$ cat src/sv/ired_pkg.sv
// Shared types, constants and register map of the IR edge timing decoder.
package ired_pkg;

   localparam int TIME_BITS   = 32;
   localparam int CFG_BITS    = 32;
   localparam int CMP_BITS    = (TIME_BITS > CFG_BITS) ? TIME_BITS : CFG_BITS;
   localparam int COUNT_BITS  = 7;
   localparam int CODE_BITS   = 16;
   localparam int STATUS_BITS = 2;
   localparam int ADDR_BITS   = 5;
   localparam int DATA_BITS   = 32;
   localparam int FRAME_BITS  = 32;
   localparam int POS_BITS    = $clog2(FRAME_BITS);

   // Edge positions within a frame
   localparam int FRAME_EDGES    = 68;
   localparam int LEAD_EDGE      = 1;
   localparam int SPACE_EDGE     = 2;
   localparam int REPEAT_EDGES   = 4;
   localparam int FIRST_BIT_EDGE = 4;
   localparam int LAST_BIT_EDGE  = FRAME_EDGES - 2;

   // Register reset values, in ticks
   localparam logic [CFG_BITS-1:0] TIMEOUT_RESET      = CFG_BITS'(30000);
   localparam logic [CFG_BITS-1:0] LEAD_MIN_RESET     = CFG_BITS'(8000);
   localparam logic [CFG_BITS-1:0] LEAD_MAX_RESET     = CFG_BITS'(10000);
   localparam logic [CFG_BITS-1:0] REPEAT_SPACE_RESET = CFG_BITS'(3000);
   localparam logic [CFG_BITS-1:0] ONE_THRESH_RESET   = CFG_BITS'(1000);

   typedef enum logic [2:0] {
      REG_TIMEOUT      = 3'd0,
      REG_LEAD_MIN     = 3'd1,
      REG_LEAD_MAX     = 3'd2,
      REG_REPEAT_SPACE = 3'd3,
      REG_ONE_THRESH   = 3'd4
   } reg_index_type;

   typedef enum logic [STATUS_BITS-1:0] {
      STATUS_NEW         = 2'd0,
      STATUS_REPEAT      = 2'd1,
      STATUS_CHECK_ERROR = 2'd2
   } status_type;

   typedef struct packed {
      logic [CFG_BITS-1:0] timeout_ticks;
      logic [CFG_BITS-1:0] lead_min_ticks;
      logic [CFG_BITS-1:0] lead_max_ticks;
      logic [CFG_BITS-1:0] repeat_space_max;
      logic [CFG_BITS-1:0] one_threshold;
   } cfg_type;

   typedef struct packed {
      logic                 valid;
      logic [CODE_BITS-1:0] key_code;
      status_type           status;
   } result_type;

endpackage

$ cat src/sv/ired_if.sv
// Handshake channel interfaces for edge transactions and decoded results.
interface ired_req_if
   import ired_pkg::*;
();
   logic                 valid;
   logic                 ready;
   logic [TIME_BITS-1:0] edge_time;

   modport source (output valid, output edge_time, input ready);
   modport sink   (input valid, input edge_time, output ready);
endinterface

interface ired_rsp_if
   import ired_pkg::*;
();
   logic                   valid;
   logic                   ready;
   logic [CODE_BITS-1:0]   key_code;
   logic [STATUS_BITS-1:0] status;

   modport source (output valid, output key_code, output status, input ready);
   modport sink   (input valid, input key_code, input status, output ready);
endinterface

$ cat src/sv/ired_csr.sv
// APB-style register file holding the decoder's timing thresholds.
module ired_csr
   import ired_pkg::*;
(
   input  logic                 clock,
   input  logic                 reset,
   input  logic                 psel,
   input  logic                 penable,
   input  logic                 pwrite,
   input  logic [ADDR_BITS-1:0] paddr,
   input  logic [DATA_BITS-1:0] pwdata,
   output logic [DATA_BITS-1:0] prdata,
   output logic                 pready,
   output cfg_type              cfg
);

   cfg_type       cfg_ff;
   cfg_type       cfg_in;
   reg_index_type index;
   logic          write_en;

   assign pready   = 1'b1;
   assign index    = reg_index_type'(paddr[ADDR_BITS-1:2]);
   assign write_en = psel && penable && pwrite;

   always_comb begin
      cfg_in = cfg_ff;
      if (write_en) begin
         unique case (index)
            REG_TIMEOUT:      cfg_in.timeout_ticks    = pwdata;
            REG_LEAD_MIN:     cfg_in.lead_min_ticks   = pwdata;
            REG_LEAD_MAX:     cfg_in.lead_max_ticks   = pwdata;
            REG_REPEAT_SPACE: cfg_in.repeat_space_max = pwdata;
            REG_ONE_THRESH:   cfg_in.one_threshold    = pwdata;
            default:          cfg_in = cfg_ff;
         endcase
      end
   end

   always_comb begin
      unique case (index)
         REG_TIMEOUT:      prdata = cfg_ff.timeout_ticks;
         REG_LEAD_MIN:     prdata = cfg_ff.lead_min_ticks;
         REG_LEAD_MAX:     prdata = cfg_ff.lead_max_ticks;
         REG_REPEAT_SPACE: prdata = cfg_ff.repeat_space_max;
         REG_ONE_THRESH:   prdata = cfg_ff.one_threshold;
         default:          prdata = '0;
      endcase
   end

   always_ff @(posedge clock) begin
      if (reset) begin
         cfg_ff.timeout_ticks    <= TIMEOUT_RESET;
         cfg_ff.lead_min_ticks   <= LEAD_MIN_RESET;
         cfg_ff.lead_max_ticks   <= LEAD_MAX_RESET;
         cfg_ff.repeat_space_max <= REPEAT_SPACE_RESET;
         cfg_ff.one_threshold    <= ONE_THRESH_RESET;
      end else begin
         cfg_ff <= cfg_in;
      end
   end

   assign cfg = cfg_ff;

endmodule

$ cat src/sv/ired_core.sv
// Frame state and per-edge decode: gap timing, bit collection, code check.
module ired_core
   import ired_pkg::*;
(
   input  logic                 clock,
   input  logic                 reset,
   input  logic                 fire,
   input  logic [TIME_BITS-1:0] edge_time,
   input  cfg_type              cfg,
   output result_type           result
);

   logic [COUNT_BITS-1:0] edge_count_ff, edge_count_in;
   logic [TIME_BITS-1:0]  prev_time_ff,  prev_time_in;
   logic                  lead_ok_ff,    lead_ok_in;
   logic                  short_ff,      short_in;
   logic [FRAME_BITS-1:0] frame_ff,      frame_in;
   logic [CODE_BITS-1:0]  last_code_ff,  last_code_in;

   logic [TIME_BITS-1:0]  gap;
   logic [CMP_BITS-1:0]   gap_x;
   logic [COUNT_BITS-1:0] cnt;
   logic [COUNT_BITS-1:0] bit_offset;
   logic [POS_BITS-1:0]   pos;
   logic                  timed_out;
   logic                  bit_edge;
   logic [7:0]            addr, naddr, cmd, ncmd;

   assign gap        = edge_time - prev_time_ff;
   assign gap_x      = CMP_BITS'(gap);
   assign cnt        = edge_count_ff + COUNT_BITS'(1);
   assign bit_offset = edge_count_ff - COUNT_BITS'(FIRST_BIT_EDGE);
   assign pos        = bit_offset[POS_BITS:1];
   assign timed_out  = (edge_count_ff != '0) && (gap_x > CMP_BITS'(cfg.timeout_ticks));
   assign bit_edge   = (edge_count_ff >= COUNT_BITS'(FIRST_BIT_EDGE)) && !edge_count_ff[0]
                       && (edge_count_ff <= COUNT_BITS'(LAST_BIT_EDGE));

   assign addr  = frame_in[7:0];
   assign naddr = frame_in[15:8];
   assign cmd   = frame_in[23:16];
   assign ncmd  = frame_in[31:24];

   always_comb begin
      edge_count_in   = edge_count_ff;
      prev_time_in    = prev_time_ff;
      lead_ok_in      = lead_ok_ff;
      short_in        = short_ff;
      frame_in        = frame_ff;
      last_code_in    = last_code_ff;
      result.valid    = 1'b0;
      result.key_code = '0;
      result.status   = STATUS_NEW;
      if (fire) begin
         prev_time_in = edge_time;
         if (timed_out) begin
            // restart: this edge becomes edge 0 of a new frame
            edge_count_in = COUNT_BITS'(1);
         end else begin
            edge_count_in = cnt;
            if (edge_count_ff == COUNT_BITS'(LEAD_EDGE)) begin
               lead_ok_in = (gap_x > CMP_BITS'(cfg.lead_min_ticks))
                            && (gap_x < CMP_BITS'(cfg.lead_max_ticks));
            end else if (edge_count_ff == COUNT_BITS'(SPACE_EDGE)) begin
               short_in = gap_x < CMP_BITS'(cfg.repeat_space_max);
            end else if (bit_edge) begin
               frame_in[pos] = gap_x > CMP_BITS'(cfg.one_threshold);
            end

            if ((cnt == COUNT_BITS'(REPEAT_EDGES)) && lead_ok_ff && short_ff) begin
               edge_count_in   = '0;
               result.valid    = 1'b1;
               result.key_code = last_code_ff;
               result.status   = STATUS_REPEAT;
            end else if (cnt >= COUNT_BITS'(FRAME_EDGES)) begin
               edge_count_in = '0;
               result.valid  = 1'b1;
               if ((addr != ~naddr) || (cmd != ~ncmd)) begin
                  result.status = STATUS_CHECK_ERROR;
               end else begin
                  last_code_in    = {addr, cmd};
                  result.key_code = {addr, cmd};
                  result.status   = STATUS_NEW;
               end
            end
         end
      end
   end

   always_ff @(posedge clock) begin
      if (reset) begin
         edge_count_ff <= '0;
         prev_time_ff  <= '0;
         lead_ok_ff    <= 1'b0;
         short_ff      <= 1'b0;
         frame_ff      <= '0;
         last_code_ff  <= '0;
      end else begin
         edge_count_ff <= edge_count_in;
         prev_time_ff  <= prev_time_in;
         lead_ok_ff    <= lead_ok_in;
         short_ff      <= short_in;
         frame_ff      <= frame_in;
         last_code_ff  <= last_code_in;
      end
   end

endmodule

$ cat src/sv/ir_edge_timing_decoder.sv
// Top level of the IR edge timing decoder: input and result registers around the decode core.
//
// Use: feed one transaction on req_bus per receiver-pin edge (either polarity),
// carrying the free-running tick count at that edge in edge_time. The block
// times each gap against the previous edge, collects 32 bits LSB first and
// returns zero or one transaction on rsp_bus: a new key code, a repeat of the
// last good code, or an inverse check error (key_code zero).
// Thresholds sit in five 32-bit registers on the csr_ APB port at 4*index;
// write them only while no edge is in flight. csr_pready is always high.
// Path: an accepted edge is registered in the input register, decoded by the core once
// the result slot is free, and its result registered for rsp_bus. Throughput: one edge
// per cycle while the result slot is free, as the core updates its frame state per edge.
// Reset (synchronous, active high) clears the frame state, the last code and
// both pipeline registers, and loads the default thresholds.
// Stall: while a result waits on rsp_bus the pending edge holds in the input
// register and req_bus.ready drops once that register is full.
module ir_edge_timing_decoder
   import ired_pkg::*;
(
   input  logic                 clock,
   input  logic                 reset,
   ired_req_if.sink             req_bus,
   ired_rsp_if.source           rsp_bus,
   input  logic                 csr_psel,
   input  logic                 csr_penable,
   input  logic                 csr_pwrite,
   input  logic [ADDR_BITS-1:0] csr_paddr,
   input  logic [DATA_BITS-1:0] csr_pwdata,
   output logic [DATA_BITS-1:0] csr_prdata,
   output logic                 csr_pready
);

   cfg_type              cfg;
   result_type           result;

   logic                 in_valid_ff, in_valid_in;
   logic [TIME_BITS-1:0] in_time_ff,  in_time_in;
   logic                 out_valid_ff, out_valid_in;
   logic [CODE_BITS-1:0] out_code_ff,  out_code_in;
   status_type           out_status_ff, out_status_in;

   logic                 advance;
   logic                 req_take;

   ired_csr u_csr (
      .clock   (clock),
      .reset   (reset),
      .psel    (csr_psel),
      .penable (csr_penable),
      .pwrite  (csr_pwrite),
      .paddr   (csr_paddr),
      .pwdata  (csr_pwdata),
      .prdata  (csr_prdata),
      .pready  (csr_pready),
      .cfg     (cfg)
   );

   // Advance the edge register into the core whenever the result slot is free
   assign advance       = !out_valid_ff || rsp_bus.ready;
   assign req_bus.ready = !in_valid_ff || advance;
   assign req_take      = req_bus.valid && req_bus.ready;

   ired_core u_core (
      .clock     (clock),
      .reset     (reset),
      .fire      (in_valid_ff && advance),
      .edge_time (in_time_ff),
      .cfg       (cfg),
      .result    (result)
   );

   always_comb begin
      in_valid_in = in_valid_ff;
      in_time_in  = in_time_ff;
      if (req_take) begin
         in_valid_in = 1'b1;
         in_time_in  = req_bus.edge_time;
      end else if (advance) begin
         in_valid_in = 1'b0;
      end
   end

   always_comb begin
      out_valid_in  = out_valid_ff;
      out_code_in   = out_code_ff;
      out_status_in = out_status_ff;
      if (advance) begin
         // load a fresh result, or drop the one just taken
         out_valid_in  = result.valid;
         out_code_in   = result.key_code;
         out_status_in = result.status;
      end
   end

   always_ff @(posedge clock) begin
      if (reset) begin
         in_valid_ff   <= 1'b0;
         out_valid_ff  <= 1'b0;
         in_time_ff    <= '0;
         out_code_ff   <= '0;
         out_status_ff <= STATUS_NEW;
      end else begin
         in_valid_ff   <= in_valid_in;
         out_valid_ff  <= out_valid_in;
         in_time_ff    <= in_time_in;
         out_code_ff   <= out_code_in;
         out_status_ff <= out_status_in;
      end
   end

   assign rsp_bus.valid    = out_valid_ff;
   assign rsp_bus.key_code = out_code_ff;
   assign rsp_bus.status   = out_status_ff;

endmodule

$ cat src/flat_wrapper.sv
// flat-port wrapper written by rule: the top's interface ports become plain ports
module ir_edge_timing_decoder_flat import ired_pkg::*;
  (clock, reset, csr_psel, csr_penable, csr_pwrite, csr_paddr, csr_pwdata, csr_prdata, csr_pready, req_bus_valid, req_bus_edge_time, req_bus_ready, rsp_bus_valid, rsp_bus_key_code, rsp_bus_status, rsp_bus_ready);
  ired_req_if req_bus_i ();
  ired_rsp_if rsp_bus_i ();
  input  logic clock;
  input  logic reset;
  input  logic csr_psel;
  input  logic csr_penable;
  input  logic csr_pwrite;
  input  logic [ADDR_BITS-1:0] csr_paddr;
  input  logic [DATA_BITS-1:0] csr_pwdata;
  output logic [DATA_BITS-1:0] csr_prdata;
  output logic csr_pready;
  input wire logic [$bits(req_bus_i.valid)-1:0] req_bus_valid;
  input wire logic [$bits(req_bus_i.edge_time)-1:0] req_bus_edge_time;
  output wire logic [$bits(req_bus_i.ready)-1:0] req_bus_ready;
  output wire logic [$bits(rsp_bus_i.valid)-1:0] rsp_bus_valid;
  output wire logic [$bits(rsp_bus_i.key_code)-1:0] rsp_bus_key_code;
  output wire logic [$bits(rsp_bus_i.status)-1:0] rsp_bus_status;
  input wire logic [$bits(rsp_bus_i.ready)-1:0] rsp_bus_ready;
  assign req_bus_i.valid = req_bus_valid;
  assign req_bus_i.edge_time = req_bus_edge_time;
  assign req_bus_ready = req_bus_i.ready;
  assign rsp_bus_valid = rsp_bus_i.valid;
  assign rsp_bus_key_code = rsp_bus_i.key_code;
  assign rsp_bus_status = rsp_bus_i.status;
  assign rsp_bus_i.ready = rsp_bus_ready;
  ir_edge_timing_decoder u_core (.clock(clock), .reset(reset), .req_bus(req_bus_i), .rsp_bus(rsp_bus_i), .csr_psel(csr_psel), .csr_penable(csr_penable), .csr_pwrite(csr_pwrite), .csr_paddr(csr_paddr), .csr_pwdata(csr_pwdata), .csr_prdata(csr_prdata), .csr_pready(csr_pready));
endmodule
$ cat config.mk
export PLATFORM = sky130hd
export DESIGN_NAME = ir_edge_timing_decoder_flat
export DESIGN_NICKNAME = d
export VERILOG_FILES = /design/src/sv/ired_pkg.sv /design/src/sv/ired_if.sv /design/src/sv/ired_csr.sv /design/src/sv/ired_core.sv /design/src/sv/ir_edge_timing_decoder.sv /design/src/flat_wrapper.sv
export SDC_FILE = /design/constraint.sdc
export NUM_CORES = 1
export LEC_CHECK = 0
export ABC_AREA = 1
export BUFFER_PORTS_ARGS = -buffer_cell sky130_fd_sc_hd__buf_2
export CORE_UTILIZATION = 50
export CTS_BUF_LIST = sky130_fd_sc_hd__clkbuf_4 sky130_fd_sc_hd__clkbuf_8
export DETAILED_ROUTE_END_ITERATION = 6
export PLACE_DENSITY = 0.68
export SYNTH_ARGS = -nofsm -noshare
export SYNTH_HDL_FRONTEND = slang
export SYNTH_SLANG_ARGS = --single-unit
$ cat constraint.sdc
create_clock -name clock -period 5.2 [get_ports clock]
set_input_delay 0.78 -clock clock [delete_from_list [all_inputs] [get_ports clock]]
set_output_delay 0.78 -clock clock [all_outputs]
set_load 0.005 [all_outputs]
==> metrics.log <==
[metrics] outcome: finished, violations left
[metrics] violations in the final reports: setup timing
[metrics] critical setup path kind: reg -> reg
[metrics] critical path depth: between 40 and 50
[metrics] count of buffering cells on the critical path with inverters included: 8
[metrics] clock latency on the worst-skew pair: 0.64 ns
[metrics] cell occurring most often along the worst timing path: nand2_2
[metrics] WL/cell: between 15 and 20 µm
[metrics] top cell family by delay on the critical path: simple AND/OR/NAND/NOR gates
[metrics] DP Wirelength: roughly 38 mm
[metrics] wire length of the first global-routing pass: 86.88 mm
[metrics] net count reported at finish: between 3,000 and 4,000
[metrics] Unique masters post-synth: 46
[metrics] average instance area after synthesis: roughly 7.0 µm²
[metrics] total routed wirelength: 55.80 mm
[metrics] Die Outline Area: about 0.037 mm²
[metrics] final RePlAce weighted congestion: roughly 0.90
[metrics] Buffers on Ports: 125
[metrics] violation count after the first detailed-routing iteration: 1,251
[metrics] final global-route overflow total: 0
[metrics] vias in the first global route: 16,900
[metrics] largest net degree at the start of global routing: 129
[metrics] first-pass iteration count of the detailed router: 5
[metrics] # H-tree levels: 2
[metrics] via count: roughly 18,000
[metrics] hold depth: 3
[metrics] GRT Util Overall: 29.87%
[metrics] critical-path maximum fanout: 8
[metrics] clock slew at reported path FFs: 0.06 ns
[metrics] leading cell type in the layout, fill and taps excluded: nand2_1
[metrics] CTS Buf Count: 53
[metrics] classification of the worst-slack hold path: in -> reg
[metrics] synthesized netlist cell count: around 2,600
[metrics] RSZ-0062 raised after global routing: true
[metrics] final hold viol count: 0
[metrics] Yosys reg bits: between 300 and 400
[metrics] hold_buf cts: 0
[metrics] Power Total: roughly 0.0074 W
[metrics] leading cell types in the layout, fill and taps excluded: nand2_1 (361), inv_1 (349), a21oi_1 (302)
[metrics] max-cap viol count: 0
[metrics] vertical die dimension: roughly 190 µm
[metrics] Worst R2R Path Depth: 41
[metrics] Max Transition Viols Final: 0
[metrics] worst endpoint data arrival time: about 5.9 ns
[metrics] prevailing post-synth register cell: dfxtp_1
[metrics] remaining antenna violation count after routing: 0
[metrics] number of DRC violations after detailed routing: 0
[metrics] Post-Synthesis Net Count: 2,830
[metrics] reg-to-reg slack, setup: -0.16 ns
[metrics] Peak supply drop: around 0.00028 V
[metrics] sum of negative setup slack: -3.478 ns
[metrics] fin crit period: about 5.4 ns
[metrics] filler cell count in the final layout: between 3,000 and 4,000
[metrics] Highest Clock Rate: about 190 MHz
[metrics] sinks on the clock net: approximately 300
[metrics] worst hold margin: between 0.3 and 0.4 ns
[metrics] number of flops mapped to enable cells by yosys: 0
[metrics] floorplan die width: between 150 and 200 µm
[metrics] Critical-path top delay cell: fa_2
[metrics] Reg2Reg Capture Point: u_core.rsp_bus.key_code[7]
[metrics] critical path required time: roughly 5.8 ns
[metrics] crit path launch type: flip-flop
[metrics] number of instances in the placed design: between 3,000 and 4,000
[metrics] skew final: ~0.027 ns
[metrics] worst reg2reg path startpoint: u_core.in_time_ff[0]
[metrics] total standard cell area after synthesis: 0.01799 mm²
[metrics] highest cell delay on the worst timing path: 0.39 ns
[metrics] fin cells: 3,328
[metrics] root buffer selected by CTS: clkbuf_8
[metrics] core footprint: about 0.035 mm²
[metrics] layout cell share with drive strength beyond 1: about a fifth
[metrics] routed via count divided by cell count: 5.456
[metrics] final worst path period share: 103.1%
[metrics] final critical-path setup slack: -0.1611 ns
[metrics] clock buffer depth: 3
[metrics] number of failing setup endpoints in the final timing report: 33
[metrics] sequential share of the synthesized area: about a third
[metrics] post-synthesis async set-or-reset flop share: 0%
[metrics] kind of capture point of the worst setup path: flip-flop
[metrics] Top Ports: 129
[metrics] Leakage: roughly 9.9 nW
[metrics] starting density of the core: about half
[metrics] Relative slew margins: 9.796%
[metrics] TritonCTS clock tree: built
[metrics] Hold EP: u_core.in_time_ff[17]
[metrics] Slew @ Worst Pin: ~1.3 ns
[metrics] pre-CTS setup slack: -0.2757 ns
[metrics] power per cell area: about 330 mW/mm²
[metrics] Hold Path Origin: req_bus_edge_time[17]
[metrics] number of warning messages in the yosys log: 0
[metrics] layout overhead on the synthesized area: 24.67%
[metrics] total number of placement rows: 69
[metrics] antenna violations before repair: 2
## power breakdown
group	total (W)	internal (W)	switching (W)
clock	0.00242	0.00140	0.00102
combinational	0.00263	0.00113	0.00150
sequential	0.00239	0.00236	0.0000274
total	0.00744	0.00489	0.00254
## state kept, by name, indices dropped and copies added (netlist names)
name	flops
u_core.u_core.lead_ok_ff	1
u_core.u_core.edge_count_ff	7
u_core.rsp_bus.key_code	16
u_core.in_valid_ff	1
u_core.u_core.short_ff	1
u_core.u_csr.cfg	160
u_core.u_core.frame_ff	32
u_core.rsp_bus.valid	1
u_core.u_core.last_code_ff	16
u_core.in_time_ff	32
u_core.rsp_bus.status	2
u_core.u_core.prev_time_ff	32
## worst max path at each step
stage                                      to                     startpoint  slack, ns
3_3_place_gp   u_core.u_core.last_code_ff[14]  u_core.u_core.prev_time_ff[2]      -0.18
2_1_floorplan  u_core.u_core.last_code_ff[11]  u_core.u_core.prev_time_ff[2]       0.25
3_5_place_dp       u_core.rsp_bus.key_code[9]           u_core.in_time_ff[0]      -0.28
6_report           u_core.rsp_bus.key_code[7]           u_core.in_time_ff[0]      -0.16
4_1_cts           u_core.rsp_bus.key_code[12]           u_core.in_time_ff[0]      -0.02
5_1_grt           u_core.rsp_bus.key_code[14]           u_core.in_time_ff[0]      -0.46
## cell type report
type | instances | area [µm²] | share of cell area (%)
Antenna cell | 3 | 7.507 | 0.03346
Clock buffer | 89 | 1087 | 4.847
Clock inverter | 5 | 77.57 | 0.3458
Inverter | 372 | 1401 | 6.247
Multi-Input combinational cell | 1770 | 10760 | 47.98
Sequential cell | 301 | 6028 | 26.87
Tap cell | 461 | 576.8 | 2.571
Timing Repair Buffer | 327 | 2492 | 11.11
## metrics by stage
stage	instance area (µm²)	util, %
2_1_floorplan	17990	-
3_3_place_gp	19940	56.19
3_5_place_dp	19940	56.19
4_1_cts	21960	61.90
5_1_grt	22430	63.22
6_report	22430	63.23
## worst register-to-register path: cells and delay by family (launching register included)
kind            cells  cell delay, ns
flops               1            0.31
xor+xnor            1            0.17
buf+inv             8            0.88
simple gates       22            2.13
fa+ha+maj           3            0.83
compound gates      7            0.94
## routing by layer
| metal | track usage, % | vias to the layer above | part of all wire [%] |
|---|---|---|---|
| li1 | - | 9060 | - |
| met5 | 0 | - | 0 |
| met2 | 49.14 | 611 | 45 |
| met1 | 39.84 | 8374 | 45 |
| met4 | 10.29 | 0 | 3.0 |
| met3 | 4.148 | 114 | 7.0 |
## synthesized netlist by cell type, drive strengths merged, types with 27 or more instances
master  number  area [µm²]
clkbuf      95       356.6
a221oi      30       262.8
dfxtp      301        6026
nand2      426        1617
a21oi      313        1567
inv        371        1393
nand4       27       181.4
nand3       88       465.5
nor2       247       939.7
o21ai      290        1451
ha         198        2477
## what timing repair did
item	CTS	global route
gates cloned	10	2
setup endpoints to repair	33	35
buffers inserted	33	12
gates resized for setup	93	109
pin swaps	39	83
## cell families (layout without fill, tap and decap cells)
family | count (synthesis) | in the layout | synth area share [%]
simple gates | 811 | 811 | 18.59
compound gates | 721 | 721 | 21.81
buf+inv | 484 | 793 | 10.37
flops | 301 | 301 | 33.49
fa+ha+maj | 199 | 199 | 13.88
xor+xnor | 38 | 38 | 1.850
other cells | 1 | 4 | 0.02084
Power figures use the tool's default switching activity.
